### src/nearest_ray_segment_hit_unit_macros.svh
// assertion macros for the nearest ray segment hit unit
// included by the top level, no other dependencies
`ifndef NEAREST_RAY_SEGMENT_HIT_UNIT_MACROS_SVH
`define NEAREST_RAY_SEGMENT_HIT_UNIT_MACROS_SVH
`ifndef NO_ASSERTIONS
`define NRSH_ASSERT_IMP(label, clk, rst_n, a, b) \
    label: assert property (@(posedge clk) disable iff (!rst_n) (a) |-> (b)) \
        else $error("nrsh implication check failed");
`define NRSH_ASSERT_NXT(label, clk, rst_n, a, b) \
    label: assert property (@(posedge clk) disable iff (!rst_n) (a) |=> (b)) \
        else $error("nrsh next cycle check failed");
`else
`define NRSH_ASSERT_IMP(label, clk, rst_n, a, b)
`define NRSH_ASSERT_NXT(label, clk, rst_n, a, b)
`endif
`endif

### src/nrsh_pkg.sv
// shared widths, controller states and command/status structs
// no dependencies
`default_nettype none
package nrsh_pkg;
    localparam int COORD_W       = 20;
    localparam int DIR_W         = 16;
    localparam int DIST_W        = 41;
    localparam int IDX_W         = 5;
    localparam int CNT_W         = 6;
    localparam int PADDR_W       = 3;
    localparam int MAX_WALLS_DEF = 32;
    localparam int QW            = 21;
    localparam int DW            = 38;
    localparam int MW            = 59;
    localparam logic [DIST_W-1:0] DIST_MAX = {DIST_W{1'b1}};

    typedef enum logic [3:0] {
        S_IDLE, S_READ, S_SUB, S_MUL, S_SUM, S_CHECK, S_PMUL,
        S_DIVI, S_DIV, S_SQ, S_CMP, S_NEXT, S_FIN
    } state_t;

    typedef struct packed {
        logic start;
        logic mem_we;
        logic mem_re;
        logic sub_en;
        logic mul_en;
        logic sum_en;
        logic pmul_en;
        logic div_init;
        logic div_step;
        logic sq_en;
        logic cmp_en;
        logic idx_inc;
        logic out_load;
    } cmd_t;

    typedef struct packed {
        logic n_zero;
        logic last;
        logic wall_ok;
        logic div_last;
        logic out_busy;
    } status_t;
endpackage
`default_nettype wire

### src/nrsh_ctrl.sv
// controller state machine for wall loads and for the wall walk of one cast
// depends on nrsh_pkg
`default_nettype none
module nrsh_ctrl import nrsh_pkg::*;
(
    input  wire logic    clk,
    input  wire logic    rst_n,
    input  wire logic    in_valid,
    input  wire logic    action,
    input  wire status_t status,
    output logic         in_stall,
    output cmd_t         cmd
);
    state_t state_reg, state_next;

    always_ff @(posedge clk or negedge rst_n)
    begin
        if (!rst_n)
        begin
            state_reg <= S_IDLE;
        end
        else
        begin
            state_reg <= state_next;
        end
    end

    always_comb
    begin
        state_next = state_reg;
        case (state_reg)
            S_IDLE:
            begin
                if (in_valid)
                begin
                    if (action && !status.n_zero)
                    begin
                        state_next = S_READ;
                    end
                    else
                    begin
                        state_next = S_FIN;
                    end
                end
            end
            S_READ:  state_next = S_SUB;
            S_SUB:   state_next = S_MUL;
            S_MUL:   state_next = S_SUM;
            S_SUM:   state_next = S_CHECK;
            S_CHECK: state_next = status.wall_ok ? S_PMUL : S_NEXT;
            S_PMUL:  state_next = S_DIVI;
            S_DIVI:  state_next = S_DIV;
            S_DIV:   state_next = status.div_last ? S_SQ : S_DIV;
            S_SQ:    state_next = S_CMP;
            S_CMP:   state_next = S_NEXT;
            S_NEXT:  state_next = status.last ? S_FIN : S_READ;
            S_FIN:   state_next = status.out_busy ? S_FIN : S_IDLE;
            default: state_next = S_IDLE;
        endcase
    end

    always_comb
    begin
        cmd      = '0;
        in_stall = 1'b1;
        case (state_reg)
            S_IDLE:
            begin
                in_stall     = 1'b0;
                cmd.start    = in_valid;
                cmd.mem_we   = in_valid && !action;
            end
            S_READ:  cmd.mem_re   = 1'b1;
            S_SUB:   cmd.sub_en   = 1'b1;
            S_MUL:   cmd.mul_en   = 1'b1;
            S_SUM:   cmd.sum_en   = 1'b1;
            S_PMUL:  cmd.pmul_en  = 1'b1;
            S_DIVI:  cmd.div_init = 1'b1;
            S_DIV:   cmd.div_step = 1'b1;
            S_SQ:    cmd.sq_en    = 1'b1;
            S_CMP:   cmd.cmp_en   = 1'b1;
            S_NEXT:  cmd.idx_inc  = 1'b1;
            S_FIN:   cmd.out_load = !status.out_busy;
            default: cmd = '0;
        endcase
    end
endmodule
`default_nettype wire

### config.mk
export PLATFORM = sky130hd
export DESIGN_NAME = nrsh_ctrl
export DESIGN_NICKNAME = d
export VERILOG_FILES = /design/src/nearest_ray_segment_hit_unit_macros.svh /design/src/nrsh_pkg.sv /design/src/nrsh_ctrl.sv
export SDC_FILE = /design/constraint.sdc
export NUM_CORES = 1
export LEC_CHECK = 0
export ABC_AREA = 1
export BUFFER_PORTS_ARGS = -buffer_cell sky130_fd_sc_hd__clkbuf_2
export CORE_AREA = 2 2 39 41
export DETAILED_ROUTE_END_ITERATION = 12
export DIE_AREA = 0 0 41 43
export PLACE_DENSITY = 0.71
export SYNTH_ARGS = -nofsm -noshare
export SYNTH_HDL_FRONTEND = slang
export SYNTH_SLANG_ARGS = --single-unit
### constraint.sdc
create_clock -name clk -period 1.2 [get_ports clk]
set_input_delay 0 -clock clk [delete_from_list [all_inputs] [get_ports clk]]
set_output_delay 0 -clock clk [all_outputs]
set_load 0.05 [all_outputs]
After elaboration in Yosys (flattened, before gate mapping) --
Cells that the tools add are included.
Word-level totals: output and inout bits 14, input port bits 9, register bits after elaboration 4, word-level logic and storage cells 40
Operators by class: reductions and logical operators 6, eq/ne operators 13, muxes and demuxes 20
Operators with widths (count):
- 4-bit case mux with 13 select lines | 1
- 4-bit == test (second input constant) | 5
- 4-bit two-way mux | 5
- 4-bit by 3-bit == test with 1-bit output (second input constant) | 4
- 1-bit two-way mux | 13
- 4-bit by 2-bit == test with 1-bit output (second input constant) | 2
- 4-bit by 1-bit == test with 1-bit output (second input constant) | 1
- 4-bit logical NOT | 1
- 1-bit logical NOT | 3
- 1-bit logical AND | 2
- 2-bit two-way mux | 1
- 2-bit inequality test (second input constant) | 1

Logic depth before layout (Yosys ltp) --
depth in word-level cells 5, mapped depth 7

Worst setup path after synthesis --
OpenSTA, ideal clock, no wires.
kind reg2out, from reg state_reg[2], to out cmd[11] in the netlist's numbering, cell stages (with the launch flop) 4, path buffers 0, path slack -0.934 ns, arrival time 2.134 ns, data required time 1.200 ns, path through dfrtp_1 > nor2_2 > nand2_1 > nor3_1
RTL lines:
- from (decl) | line nrsh_ctrl.sv:14 | state_t state_reg, state_next;
- from (signal assigned) | line nrsh_ctrl.sv:24 | state_reg <= state_next;
- to (decl) | line nrsh_ctrl.sv:12 | output cmd_t cmd

==> impl_metrics.toml <==
[setup_path]
endpoint_kind = "primary output"
start_kind = "flop"
ff2ff_path_depth = 7
r2r_slack_ps = -110
reg2reg_to = "state_reg[0]$_DFFE_PN0P_"
reg2reg_from = "state_reg[3]$_DFFE_PN0P_"
path_max_fanout = 4
cp.required_ps = 1200
worstSetupPathType = "reg2out"
crit_arrival_ps = 1340

[drt]
drt_iter0_markers = 9
ant_nets = 0
vias_per_cell = 4.72
totalWireLength_mm = 1.55
dr_total_vias = 609
drc = 0
routedWlPerCell_um = 12.0
firstDrtPassIters = 4

[yosys]
syn-cell-area_um2 = 410
synth_area_leaders = "dfrtp_1, nor2_1, inv_1"
synth_cell_type_count = 12
synth_area_per_cell_um2 = 5.47
syn-instance-count = 75
yosys_warnings = 0
synth_top_cell_by_area = "dfrtp_1"
synth_nets = 84
ys_seq_area_share_pct = 24.4
synth_seq_cells = 4
post-synth-top-area-fraction_pct = 24.4

[place]
numPlacedInstances = 120
gp_congestion = 0.822
dp_slack_ps = -9.90
dp_hpwl_um = 947
placed_area_um2 = 651
port_buffers = 22

[timing]
finalClockSkew_ps = 7.38
fin_ws_ps = -142
setup_viol = 15
fin_setup_tns_ps = -873
rsz0062_at_grt = "true"
slew_headroom_pct = 82.9
max_freq_mhz = 745
min_period_ps = 1340
whs_ps = 36.4
slew_viol_final = 0
worst_slew_pin_slew_ps = 254
hold_viol_final = 0
period_share_pct = 112

[power_and_ir_drop]
pwr-share-comb_pct = 82.9
intPower_mw = 1.35
clkPwrFrac_pct = 5.5
leakage_nw = 0.513
finalPower_mw = 3.01
p_switching_mw = 1.66
power.share.switching_pct = 55.0
p_seq_share_pct = 11.6
ir_drop_mv = 1.31
powerDensity_nw_per_um2 = 2960

[final_layout]
final_cells = 129
fin_area_um2 = 1020
final_common_cell = "nor2_4"
diodes = 0
nets = 124
largest_reg_flops = 4
layout-drive-gt1-share_pct = 73.5
fin_util_pct = 73.5
areaGrowthSynthToFinish_pct = 148
layout.cells.most_common_list = "nor2_4, inv_2, nor2_1, buf_8, clkbuf_2"

[clock_network]
numCtsBuffers = 3
cts-root-buf = "clkbuf_4"
cts_buffer_depth = 2
numClockSinks = 4
cts_max_level = 1
clkLatencyLatePin_ps = 240
clkTransAtPathRegs_ps = 40
tritoncts = "yes"

[hold_path]
holdPathStages = 3
hold_class = "in2reg"
min_from = "in_valid"
min_to = "state_reg[0]$_DFFE_PN0P_"

[status]
violations = "setup timing"
outcome = "complete, but fails checks"

[run]
maxCapViolCount = 0

[grt]
grt_overflow = 0
grt_pass1_wl_mm = 2.32
globalRouteTotalUtil_pct = 18.9
grt_pass1_vias = 601
grt_max_degree = 5
grt_antenna_before_repair = 0

[floorplan]
dieArea_um2 = 1760
rows = 14
dieWidth_um = 41
core-area_um2 = 1380
io_pins = 23
fp.dieH_um = 43
start_util_pct = 29.7
==> cell type report <==
cell class / count / area [µm²]
multi-input cells: 53 / 422
inverters: 18 / 72.6
well taps: 16 / 20.0
flip-flops and latches: 4 / 104
repair buffers: 35 / 377
fillers: 94 / 367
clock buffers: 3 / 22.5
==> worst max-delay path: stages, from the launching register on <==
cell,delay (ps)
dfrtp_2,450
nor2_4,200
inv_1,120
nor3_4,160
buf_8,170
==> power by group through the flow <==
stage	sequential [mW]	clock (mW)	combinational, mW
finish	0.348	0.166	2.50
global route	0.360	0.167	2.64
CTS	0.325	0.164	2.12
detailed placement	0.287	0	1.58
global placement	0.281	0	1.55
floorplan	0.294	0	1.13
==> how the worst max path moves through the flow <==
stage                                          end                      from  slack (ps)  depth (start not counted)
after floorplan                            cmd[10]  state_reg[2]$_DFFE_PN0P_        -180                          3
after global placement                     cmd[11]  state_reg[2]$_DFFE_PN0P_           9                          4
after detailed placement                   cmd[11]  state_reg[2]$_DFFE_PN0P_         -10                          4
after CTS                                   cmd[0]  state_reg[1]$_DFFE_PN0P_         -80                          4
after global routing      state_reg[0]$_DFFE_PN0P_  state_reg[3]$_DFFE_PN0P_        -170                          7
final                                       cmd[0]  state_reg[0]$_DFFE_PN0P_        -140                          4
==> synthesized netlist by cell type <==
cell type	instances
nand3b_1	1
inv_1	15
nor2_4	1
nand2_2	1
nor3_1	3
a21oi_2	1
dfrtp_1	4
inv_2	3
nand2_1	14
nand3_1	9
nor2_2	4
nor2_1	19
==> kinds of logic after synthesis <==
kind of cell | synth area share (%)
flops | 24.4
compound gates | 2.13
buf+inv | 16.5
simple gates | 57.0
==> metal layers <==
metal | part of all wire, % | up-vias | GRT usage (%)
met5 | 0 | - | 0
met4 | 0 | 0 | 7.33
met3 | 3.4 | 0 | 3.66
met2 | 60 | 18 | 33.4
met1 | 36 | 285 | 20.3
li1 | - | 306 | -
==> what timing repair did <==
item / CTS / global route
endpoints found under the setup margin: 15 / 18
pin swaps: 9 / 11
setup buffers: 4 / 1
hold endpoints to repair: 4 / 0
hold buffers: 1 / 0
resized for setup: 55 / 33
Power figures use the tool's default switching activity.
